### src/rtl/core/utf8_serial_field_validator_macros.svh
// Assertion macros shared by the serial field validator RTL.
// Depends on nothing; expects clk and rst_n in the including module's scope.
`ifndef UTF8_SERIAL_FIELD_VALIDATOR_MACROS_SVH
`define UTF8_SERIAL_FIELD_VALIDATOR_MACROS_SVH

// Same-cycle implication, disabled during reset.
`define UTF8SV_ASSERT_IMPLY(lbl, ante, cons, msg) \
    lbl: assert property (@(posedge clk) disable iff (!rst_n) (ante) |-> (cons)) \
        else $error(msg);

// Next-cycle implication, disabled during reset.
`define UTF8SV_ASSERT_NEXT(lbl, ante, cons, msg) \
    lbl: assert property (@(posedge clk) disable iff (!rst_n) (ante) |=> (cons)) \
        else $error(msg);

`endif

### src/rtl/core/utf8sv_pkg.sv
// Types, constants and helper functions for the UTF-8 serial field validator.
// Used by utf8sv_step and utf8_serial_field_validator; depends on nothing.
package utf8sv_pkg;

    localparam int CP_W = 21;

    localparam logic [CP_W-1:0] CP_MAX       = 21'h10FFFF;
    localparam logic [CP_W-1:0] SURR_LO      = 21'h00D800;
    localparam logic [CP_W-1:0] SURR_HI      = 21'h00DFFF;
    localparam logic [CP_W-1:0] CP_DEL       = 21'h00007F;
    localparam logic [CP_W-1:0] CP_FIRST_OK  = 21'h000020;
    localparam logic [CP_W-1:0] SP_ASCII     = 21'h000020;
    localparam logic [CP_W-1:0] SP_NEL       = 21'h000085;
    localparam logic [CP_W-1:0] SP_NBSP      = 21'h0000A0;
    localparam logic [CP_W-1:0] SP_OGHAM     = 21'h001680;
    localparam logic [CP_W-1:0] SP_RANGE_LO  = 21'h002000;
    localparam logic [CP_W-1:0] SP_RANGE_HI  = 21'h00200A;
    localparam logic [CP_W-1:0] SP_LINE_SEP  = 21'h002028;
    localparam logic [CP_W-1:0] SP_PARA_SEP  = 21'h002029;
    localparam logic [CP_W-1:0] SP_NNBSP     = 21'h00202F;
    localparam logic [CP_W-1:0] SP_MMSP      = 21'h00205F;
    localparam logic [CP_W-1:0] SP_IDEO      = 21'h003000;

    localparam logic [7:0] LEAD2_LO = 8'hC2;
    localparam logic [7:0] LEAD2_HI = 8'hDF;
    localparam logic [7:0] LEAD3_LO = 8'hE0;
    localparam logic [7:0] LEAD3_HI = 8'hEF;
    localparam logic [7:0] LEAD4_LO = 8'hF0;
    localparam logic [7:0] LEAD4_HI = 8'hF4;

    // Overlong floor codes.
    typedef enum logic [1:0] {
        FLOOR_NONE = 2'd0,
        FLOOR_2B   = 2'd1,
        FLOOR_3B   = 2'd2,
        FLOOR_4B   = 2'd3
    } floor_code_t;

    // Running decode state of one field, without the byte position.
    typedef struct packed {
        logic [1:0]      bytes_pending;
        logic [CP_W-1:0] partial_code_point;
        floor_code_t     overlong_floor;
        logic            terminator_seen;
        logic            record_error;
        logic            content_seen;
        logic            first_is_space;
        logic            last_is_space;
    } field_state_t;

    function automatic logic [CP_W-1:0] floor_value(input floor_code_t code);
        logic [CP_W-1:0] v;
        case (code)
            FLOOR_NONE: v = 21'h000000;
            FLOOR_2B:   v = 21'h000080;
            FLOOR_3B:   v = 21'h000800;
            FLOOR_4B:   v = 21'h010000;
            default:    v = 21'h000000;
        endcase
        return v;
    endfunction

    function automatic logic is_space(input logic [CP_W-1:0] cp);
        return (cp == SP_ASCII) || (cp == SP_NEL) || (cp == SP_NBSP) ||
               (cp == SP_OGHAM) || ((cp >= SP_RANGE_LO) && (cp <= SP_RANGE_HI)) ||
               (cp == SP_LINE_SEP) || (cp == SP_PARA_SEP) || (cp == SP_NNBSP) ||
               (cp == SP_MMSP) || (cp == SP_IDEO);
    endfunction

endpackage

### src/rtl/core/utf8_serial_field_validator.sv
// UTF-8 serial-number field validator: input register, state update, result register.
// Depends on utf8sv_pkg, utf8sv_step and utf8_serial_field_validator_macros.svh.
//
// The block takes a NUL-padded serial field of FIELD_BYTES bytes, one byte per
// transaction on the serial_byte channel, counts its own place in the field and
// delivers exactly one transaction on the result channel after the last byte of
// each field: serial_valid is 1 when the text is nonempty, ends in a NUL before
// the field is full, has only zero bytes after that NUL, is well-formed UTF-8
// (no bad leads, no overlong forms, no surrogates, nothing above U+10FFFF), holds
// no C0 control characters or DEL, and neither starts nor ends with a Unicode space.
// Throughput is one byte per clock cycle while byte_ready is high: each byte
// passes through an input register and an update of the running decode state,
// and the verdict goes to the result register when the last byte leaves the
// input register. byte_ready drops only when the last byte of a field waits in
// the input register while the previous result still sits untaken in the result
// register. No clearing pass is needed after reset.
module utf8_serial_field_validator #(
    parameter int FIELD_BYTES = 64
) (
    input  logic       clk,
    input  logic       rst_n,
    input  logic [7:0] serial_byte,
    input  logic       byte_valid,
    output logic       byte_ready,
    output logic       serial_valid,
    output logic       result_valid,
    input  logic       result_ready
);

    `include "utf8_serial_field_validator_macros.svh"

    localparam int             POS_W    = $clog2(FIELD_BYTES);
    localparam logic [POS_W-1:0] POS_LAST = POS_W'(FIELD_BYTES - 1);

    // Input register.
    logic       in_full_reg, in_full_next;
    logic [7:0] in_byte_reg;

    // Field state.
    logic [POS_W-1:0]         pos_reg, pos_next;
    utf8sv_pkg::field_state_t state_reg, state_next;
    utf8sv_pkg::field_state_t step_state;

    // Result register.
    logic out_full_reg, out_full_next;
    logic out_bit_reg, out_bit_next;

    logic is_last;
    logic advance;
    logic take_in;
    logic field_ok;

    utf8sv_step u_step (
        .cur       (state_reg),
        .data_byte (in_byte_reg),
        .nxt       (step_state)
    );

    assign is_last = (pos_reg == POS_LAST);

    // Hold the last byte of a field until the result register has room.
    assign advance    = in_full_reg && (!is_last || !out_full_reg || result_ready);
    assign byte_ready = !in_full_reg || advance;
    assign take_in    = byte_valid && byte_ready;

    // Final verdict, counting a missing terminator as a failure.
    assign field_ok = !step_state.record_error && step_state.terminator_seen &&
                      !step_state.first_is_space && !step_state.last_is_space;

    always_comb
    begin
        in_full_next  = take_in ? 1'b1 : (advance ? 1'b0 : in_full_reg);
        pos_next      = pos_reg;
        state_next    = state_reg;
        out_full_next = (out_full_reg && !result_ready);
        out_bit_next  = out_bit_reg;

        if (advance)
        begin
            if (is_last)
            begin
                // Emit the verdict and clear for the next field.
                pos_next      = {POS_W{1'b0}};
                state_next    = '0;
                out_full_next = 1'b1;
                out_bit_next  = field_ok;
            end
            else
            begin
                pos_next   = pos_reg + POS_W'(1);
                state_next = step_state;
            end
        end
    end

    always_ff @(posedge clk or negedge rst_n)
    begin
        if (!rst_n)
        begin
            in_full_reg  <= 1'b0;
            pos_reg      <= {POS_W{1'b0}};
            state_reg    <= '0;
            out_full_reg <= 1'b0;
        end
        else
        begin
            in_full_reg  <= in_full_next;
            pos_reg      <= pos_next;
            state_reg    <= state_next;
            out_full_reg <= out_full_next;
        end
    end

    // Payload registers, no reset.
    always_ff @(posedge clk)
    begin
        if (take_in)
            in_byte_reg <= serial_byte;
        out_bit_reg <= out_bit_next;
    end

    assign result_valid = out_full_reg;
    assign serial_valid = out_bit_reg;

    `UTF8SV_ASSERT_IMPLY(a_pos_in_range, 1'b1, pos_reg <= POS_LAST,
        "byte position ran past the end of the field")
    `UTF8SV_ASSERT_NEXT(a_last_byte_holds,
        in_full_reg && is_last && out_full_reg && !result_ready,
        in_full_reg && $stable(pos_reg) && out_full_reg,
        "last byte advanced while the result register was still occupied")
    `UTF8SV_ASSERT_NEXT(a_field_wraps, advance && is_last,
        out_full_reg && (pos_reg == {POS_W{1'b0}}) && !state_reg.record_error,
        "field end did not produce a result and clear the state")
    `UTF8SV_ASSERT_IMPLY(a_no_pending_after_nul, state_reg.bytes_pending != 2'd0,
        !state_reg.terminator_seen,
        "continuation bytes pending after the terminator")

endmodule

### src/rtl/core/utf8sv_step.sv
// Per-byte UTF-8 decode and field-rule update (combinational).
// Depends on utf8sv_pkg.
module utf8sv_step (
    input  utf8sv_pkg::field_state_t cur,
    input  logic [7:0]               data_byte,
    output utf8sv_pkg::field_state_t nxt
);

    logic                          finish;
    logic [utf8sv_pkg::CP_W-1:0]   fin_cp;
    utf8sv_pkg::floor_code_t       fin_floor;
    logic [utf8sv_pkg::CP_W-1:0]   shifted_cp;
    logic                          cp_bad;
    logic                          cp_space;

    assign shifted_cp = {cur.partial_code_point[utf8sv_pkg::CP_W-7:0], data_byte[5:0]};

    always_comb
    begin
        nxt       = cur;
        finish    = 1'b0;
        fin_cp    = {(utf8sv_pkg::CP_W){1'b0}};
        fin_floor = cur.overlong_floor;

        if (cur.terminator_seen)
        begin
            // Padding must stay zero.
            if (data_byte != 8'h00)
                nxt.record_error = 1'b1;
        end
        else if (data_byte == 8'h00)
        begin
            nxt.terminator_seen = 1'b1;
            if ((cur.bytes_pending != 2'd0) || !cur.content_seen)
                nxt.record_error = 1'b1;
            nxt.bytes_pending = 2'd0;
        end
        else if (cur.bytes_pending != 2'd0)
        begin
            if (data_byte[7:6] != 2'b10)
            begin
                // Drop the pending sequence.
                nxt.record_error       = 1'b1;
                nxt.bytes_pending      = 2'd0;
                nxt.partial_code_point = {(utf8sv_pkg::CP_W){1'b0}};
            end
            else
            begin
                nxt.partial_code_point = shifted_cp;
                nxt.bytes_pending      = cur.bytes_pending - 2'd1;
                if (cur.bytes_pending == 2'd1)
                begin
                    finish = 1'b1;
                    fin_cp = shifted_cp;
                end
            end
        end
        else if (!data_byte[7])
        begin
            nxt.overlong_floor = utf8sv_pkg::FLOOR_NONE;
            fin_floor          = utf8sv_pkg::FLOOR_NONE;
            finish             = 1'b1;
            fin_cp             = {13'd0, data_byte};
        end
        else if ((data_byte >= utf8sv_pkg::LEAD2_LO) && (data_byte <= utf8sv_pkg::LEAD2_HI))
        begin
            nxt.partial_code_point = {16'd0, data_byte[4:0]};
            nxt.bytes_pending      = 2'd1;
            nxt.overlong_floor     = utf8sv_pkg::FLOOR_2B;
        end
        else if ((data_byte >= utf8sv_pkg::LEAD3_LO) && (data_byte <= utf8sv_pkg::LEAD3_HI))
        begin
            nxt.partial_code_point = {17'd0, data_byte[3:0]};
            nxt.bytes_pending      = 2'd2;
            nxt.overlong_floor     = utf8sv_pkg::FLOOR_3B;
        end
        else if ((data_byte >= utf8sv_pkg::LEAD4_LO) && (data_byte <= utf8sv_pkg::LEAD4_HI))
        begin
            nxt.partial_code_point = {18'd0, data_byte[2:0]};
            nxt.bytes_pending      = 2'd3;
            nxt.overlong_floor     = utf8sv_pkg::FLOOR_4B;
        end
        else
        begin
            nxt.record_error = 1'b1;
        end

        cp_bad = (fin_cp < utf8sv_pkg::floor_value(fin_floor)) ||
                 (fin_cp > utf8sv_pkg::CP_MAX) ||
                 ((fin_cp >= utf8sv_pkg::SURR_LO) && (fin_cp <= utf8sv_pkg::SURR_HI)) ||
                 (fin_cp < utf8sv_pkg::CP_FIRST_OK) ||
                 (fin_cp == utf8sv_pkg::CP_DEL);
        cp_space = utf8sv_pkg::is_space(fin_cp);

        if (finish)
        begin
            if (cp_bad)
                nxt.record_error = 1'b1;
            else
            begin
                if (!cur.content_seen)
                begin
                    nxt.first_is_space = cp_space;
                    nxt.content_seen   = 1'b1;
                end
                nxt.last_is_space = cp_space;
            end
        end
    end

endmodule
### config.mk
export PLATFORM = sky130hd
export DESIGN_NAME = utf8_serial_field_validator
export DESIGN_NICKNAME = d
export VERILOG_FILES = /design/src/rtl/core/utf8sv_pkg.sv /design/src/rtl/core/utf8_serial_field_validator.sv /design/src/rtl/core/utf8sv_step.sv
export VERILOG_INCLUDE_DIRS = /design/src /design/src/rtl/core
export SDC_FILE = /design/constraint.sdc
export NUM_CORES = 1
export LEC_CHECK = 0
export BUFFER_PORTS_ARGS = -buffer_cell sky130_fd_sc_hd__buf_2
export CAP_MARGIN = 0
export CORE_MARGIN = 10
export CORE_UTILIZATION = 55
export CTS_BUF_LIST = sky130_fd_sc_hd__clkbuf_8
export DETAILED_ROUTE_END_ITERATION = 10
export GPL_TIMING_DRIVEN = 0
export HOLD_SLACK_MARGIN = 0.1
export PLACE_DENSITY = 0.76
export SLEW_MARGIN = 20
export SYNTH_ARGS = -nofsm -noshare
export SYNTH_HDL_FRONTEND = slang
export SYNTH_SLANG_ARGS = --single-unit
### constraint.sdc
create_clock -name clk -period 3.3 [get_ports clk]
set_input_delay 0.66 -clock clk [delete_from_list [all_inputs] [get_ports clk]]
set_output_delay 0.66 -clock clk [all_outputs]
set_load 0.02 [all_outputs]
==> results of run 1 <==
==> layout by cell type, fill, tap and decap left out, types with 5 or more instances in the layout <==
cell type,netlist,layout
o21ai_0,16,16
nor2_1,17,17
buf_2,4,19
edfxtp_1,9,9
nand2_1,55,55
nand4_1,5,5
dfrtp_1,32,32
inv_1,8,9
nor4_1,6,5
ha_1,5,5
clkbuf_8,0,5
nand3_1,27,27
o21ai_1,5,5
a21oi_1,10,10
==> power by group through the flow <==
stage,sequential [mW],combinational [mW],clock [mW]
after global routing,0.825,0.781,0.413
after floorplan,0.764,0.516,0
after global placement,0.802,0.640,0
after CTS,0.797,0.662,0.391
after detailed placement,0.805,0.660,0
final,0.802,0.682,0.382
==> final timing paths <==
check / slack, ns / end / cells after the start / start
max in group asynchronous: 2.44 / pos_reg[4] / 1 / rst_n
min in group clk: 0.49 / pos_reg[1] / 2 / pos_reg[1]
min: 0.41 / state_reg[17] / 1 / rst_n
min reg2reg: 0.49 / pos_reg[1] / 2 / pos_reg[1]
max reg2reg: 0.17 / state_reg[3] / 12 / in_byte_reg[2]
max: 0.17 / state_reg[3] / 12 / in_byte_reg[2]
==> metrics by stage <==
step           utilization [%]  std cells  worst slack, ns  cell area (um^2)  hold WS, ns
2_1_floorplan                -        273            0.551              2430        0.364
3_3_place_gp              59.4        339           0.0680              2570        0.470
3_5_place_dp              59.6        340           0.0181              2580        0.468
4_1_cts                   62.1        348          0.00504              2690        0.438
5_1_grt                   62.8        351           0.0120              2710        0.474
6_report                  62.8        351            0.169              2710        0.411
==> kinds of logic after synthesis <==
group	Yosys count	synth area share [%]
XOR/XNOR	2	0.720
flip-flops	41	44.0
AND/OR/NAND/NOR	143	30.9
buffers and inverters	17	2.98
adder cells (fa/ha/maj)	5	2.57
multiplexers	2	0.926
AO/OA/AOI/OAI	63	17.9
==> metal layers <==
metal | vias up | GRT usage (%)
met2 | 74 | 22.1
met1 | 1002 | 21.7
met3 | 15 | 4.32
met5 | - | 0
met4 | 0 | 5.15
li1 | 1057 | -
==> area by class of cell <==
class,instances,area [um^2],area share (%)
multi-input combinational,215,1300,47.9
sequential,41,1070,39.5
timing repair buffer,18,97.6,3.60
clock buffer,5,68.8,2.54
tap,52,65.1,2.40
buffer,9,42.5,1.57
clock inverter,3,37.5,1.38
inverter,8,30.0,1.11
==> repair_timing <==
item / in CTS / in global routing
hold buffers: 0 / 0
setup buffers: 0 / 3
resized for setup: 0 / 1
setup endpoints to repair: 0 / 4
==> metrics, run 1 <==
share of cells above drive strength 1=14.7%; Met3 Routed Length=367 um; most instantiated cells after synthesis=nand2_1, dfrtp_1, nand3_1, nor2_1, o21ai_0; num rows=24; crit path DAT=3.31 ns; Yosys cell types=54; CP Buf/Inv Count=0; Worst Tran Pin Value=0.699 ns; Netlist Area Pre-Place=2430 um^2; initial antenna violation count=0; Synth Warn #=0; RSZ-0062 raised after global routing=false; cell taking the most area after synthesis=dfrtp_1; Die H=86.5 um; core area=4320 um^2; setup TNS=0 ns; Clk pwr share=20.5%; CTS tree=done; Max FO, Critical Path=8; WL met1=2600 um; VDD IR max=331 uV; CP max stage delay=0.53 ns; synth top area cells=dfrtp_1, edfxtp_1, nand2_1, nand3_1, o21ai_0; largest net degree at the start of global routing=33; Critical Path End Type=flop; cells after synthesis=273; clock buffer depth=2; number of synthesized flops with an enable pin=9; Initial DRC Count=197; syn_nets=290; CTS Sinks=41; worst endpoint required time=3.48 ns; Crit-path slowest cell=edfxtp_1; Max transition margin=53.4%; max reg flops=24; kind of cell adding the most delay to the critical path=compound AO/OA/AOI/OAI gates; status=completed; gr usage total=15.4%; GPL Wtd Cong=0.941; fmax=319 MHz; starting density of the core=56.3%; Hold Path Class=input pin to asynchronous set/reset pin; grt total ovfl=0; drt via density=6.12; kind of critical path=flop to flop; count leader, synth=nand2_1; vias=2148; Power, Total=1.87 mW; H-tree depth=2; Slew Limit Fails=0; Synth top area share=32.9%; first-pass GRT wire length=9560 um; HPWL after DPL=4110 um; clock root cell=clkbuf_8; critical path, cell by cell=nor4_4 > a21oi_1 > nand2_1 > nand3b_1 > ha_1 > nand4bb_1 > a211oi_1 > o22ai_1 > o311ai_2 > nand3_2 > a311oi_1 > o21ai_1; Antenna Violating Nets Remaining=0; # Max-Cap Violations=0; Final Hold Fails=0; CP startpoint kind=flop; Setup Viol. Count Final=0; Reg clk slew, reported paths=0.08 ns; IO Port Bufs=14; sequential share of power=43.0%; Routed WL=5620 um; Mean Syn Cell Area=8.91 um^2; Final period util=94.9%; Seq cells post-synth=41; Fillers=384; vias in the first global route=2003; die width=86.5 um; Setup Skew=0.00722 ns; top_reg_cell synth=dfrtp_1; Num CTS Buffers=5; # IOs=15; post-synthesis sequential area ratio=44.0%; antenna cell count=0; detailed-route wire length per cell=16.0 um; Post-synth ARST share=78.0%; Area growth syn-to-layout=11.6%; highest routed metal layer=met4; crit path time final=3.13 ns; die area=7480 um^2; # nets final=315; switching part of the total=38.6%; Lkg Pwr=1.19 nW; Power Internal=1.15 mW; Residual DRC=0; Psw=0.720 mW; routed length on met2=2530 um; power share of the combinational group=36.5%; Clock Latency Late Sink=0.29 ns; PD cells=688 nW/um^2; First-pass DRT Iterations=5
Power figures use the tool's default switching activity.
==> run 2, diff against run 1 <==
--- a/config.mk
+++ b/config.mk
@@ -14,6 +14,7 @@
 export DETAILED_ROUTE_END_ITERATION = 10
 export GPL_TIMING_DRIVEN = 0
 export HOLD_SLACK_MARGIN = 0.1
+export MAX_ROUTING_LAYER = met4
 export PLACE_DENSITY = 0.76
 export SLEW_MARGIN = 20
 export SYNTH_ARGS = -nofsm -noshare
==> run 2 against run 1 <==
  * Utilization hardly changed
  * Sequential power hardly changed
  * Sequential share of layout area about the same
  * Clock skew shrank 0.0021 ns
  * Global-route usage increased by 0.40 points
  * Final cell count increased by 0.28%
  * Hold slack got worse by 0.0086 ns
  * Largest power group unchanged
  * Clock-buffer cell count did not move
  * Largest cell class unchanged
==> metrics, run 2 (same netlist as run 1, synthesis figures left out) <==
status=completed (unchanged); die area=7480 um^2 (unchanged); Die H=86.5 um (unchanged); commonest non-fill, non-tap cell in the layout=nand2_1 (unchanged); antenna cell count=0 (unchanged); Num CTS Buffers=5 (unchanged); crit path time final=3.01 ns (was 3.13 ns); clock root cell=clkbuf_8 (unchanged); CTS tree=done (unchanged); Residual DRC=0 (unchanged); FF-to-FF End=serial_valid (was state_reg[3]); CP max stage delay=0.52 ns (was 0.53 ns); GPL Wtd Cong=0.957 (was 0.941); grt total ovfl=0 (unchanged); Setup Viol. Count Final=0 (unchanged); worst reg-to-reg setup slack=0.29 ns (was 0.17 ns); crit path to=serial_valid (was state_reg[3]); die width=86.5 um (unchanged); PD cells=686 nW/um^2 (was 688 nW/um^2); crit path from=in_byte_reg[2] (unchanged); Slew Limit Fails=0 (unchanged); Routed WL=5510 um (was 5620 um); crit path DAT=3.06 ns (was 3.31 ns); Worst Tran Pin Value=0.695 ns (was 0.699 ns); largest net degree at the start of global routing=33 (unchanged); VDD IR max=428 uV (was 331 uV); CTS Sinks=41 (unchanged); initial antenna violation count=0 (unchanged); commonest non-fill, non-tap cells in the layout=nand2_1, dfrtp_1, nand3_1, buf_2, nor2_1 (unchanged); max reg flops=24 (unchanged); post-place setup slack=0.0312 ns (was 0.0181 ns); Clock Latency Late Sink=0.30 ns (was 0.29 ns); RR Startpoint=in_byte_reg[2] (unchanged); First-pass DRT Iterations=4 (was 5); HPWL after DPL=4100 um (was 4110 um); Max transition margin=53.7% (was 53.4%); share of cells above drive strength 1=14.7% (about the same); detailed-route wire length per cell=15.7 um (was 16.0 um); drt via density=6.02 (was 6.12); IO Port Bufs=14 (unchanged); Reg clk slew, reported paths=0.08 ns (about the same); R2R depth=13 (was 12); CP startpoint kind=flop (unchanged); kind of critical path=flop to flop (unchanged); RSZ-0062 raised after global routing=false (unchanged); Final period util=91.2% (was 94.9%); Area growth syn-to-layout=11.6% (about the same); gr usage total=15.8% (was 15.4%); critical path, cell by cell=nor4_4 > buf_4 > a21oi_1 > nand2_1 > nand3b_1 > ha_1 > o41ai_1 > nand2_1 > a221oi_1 > o311ai_2 > nand3_2 > a21oi_1 > o21a_1 (was nor4_4 > a21oi_1 > nand2_1 > nand3b_1 > ha_1 > nand4bb_1 > a211oi_1 > o22ai_1 > o311ai_2 > nand3_2 > a311oi_1 > o21ai_1); Antenna Violating Nets Remaining=0 (unchanged); Final Hold Fails=0 (unchanged); first-pass GRT wire length=9470 um (was 9560 um); # IOs=15 (unchanged); Final WS setup=0.290 ns (was 0.169 ns); Initial DRC Count=187 (was 197); Setup Skew=0.00514 ns (was 0.00722 ns); CTS Hold Bufs=0 (unchanged); worst endpoint required time=3.35 ns (was 3.48 ns); vias in the first global route=1974 (was 2003); core area=4320 um^2 (unchanged); starting density of the core=56.3% (unchanged); # nets final=316 (was 315); # Max-Cap Violations=0 (unchanged); setup TNS=0 ns (unchanged); Hold Path Class=input pin to asynchronous set/reset pin (unchanged); num rows=24 (unchanged); Max FO, Critical Path=8 (unchanged); fmax=332 MHz (was 319 MHz); H-tree depth=2 (unchanged); Crit-path slowest cell=edfxtp_1 (unchanged); Critical Path End Type=flop (unchanged); clock buffer depth=2 (unchanged); Lkg Pwr=1.20 nW (was 1.19 nW); vias=2118 (was 2148)
[run 2: what timing repair did]
action | CTS | global route
buffers inserted | 0 | 4
endpoints found under the hold margin | 0 | 0
setup endpoints to repair | 0 | 4
resized for setup | 0 | 0
[run 2: worst min-delay path by stage]
stage                  startpoint             to  cells after the start
finish                      rst_n  state_reg[17]                      1
global route                rst_n  state_reg[18]                      1
CTS                         rst_n  state_reg[18]                      1
detailed placement  state_reg[20]  state_reg[20]                      2
global placement    state_reg[20]  state_reg[20]                      2
floorplan                   rst_n    in_full_reg                      0
[run 2: power by group]
| group | leakage [nW] | total, mW | switching, mW | internal [mW] |
|---|---|---|---|---|
| Clock | 0.0570 | 0.386 | 0.166 | 0.220 |
| Combinational | 0.648 | 0.670 | 0.396 | 0.275 |
| Sequential | 0.495 | 0.805 | 0.158 | 0.647 |
[run 2: worst max-delay path: cells and delay by family, from the launching register on]
kind	cells	cell delay (ns)
compound gates	6	0.98
flops	1	0.52
simple gates	5	0.74
fa+ha+maj	1	0.33
buf+inv	1	0.19
[run 2: layout make-up]
cell class                      instances  area [um^2]
Clock buffer                            5         68.8
Sequential cell                        41         1070
Tap cell                               52         65.1
Timing Repair Buffer                   19          105
Buffer                                  9         42.5
Inverter                                8         30.0
Clock inverter                          3         37.5
Fill cell                             403         1610
Multi-Input combinational cell        215         1290
[run 2: layer usage]
layer / vias up / GRT usage, % / routed length, um
li1: 1050 / - / -
met1: 1010 / 21.9 / 2690
met2: 50 / 22.1 / 2510
met3: 8 / 3.75 / 236
met4: 0 / 5.30 / 74
met5: - / - / 0
[run 2: through the flow]
stage          power, mW  cells  hold WS, ns  area, um^2  utilization, %
6_report            1.86    352        0.402        2720            62.8
5_1_grt             2.01    352        0.467        2720            62.8
4_1_cts             1.86    348        0.433        2690            62.1
3_5_place_dp        1.47    340        0.467        2580            59.6
3_3_place_gp        1.44    339        0.470        2570            59.4
2_1_floorplan       1.28    273        0.364        2430               -
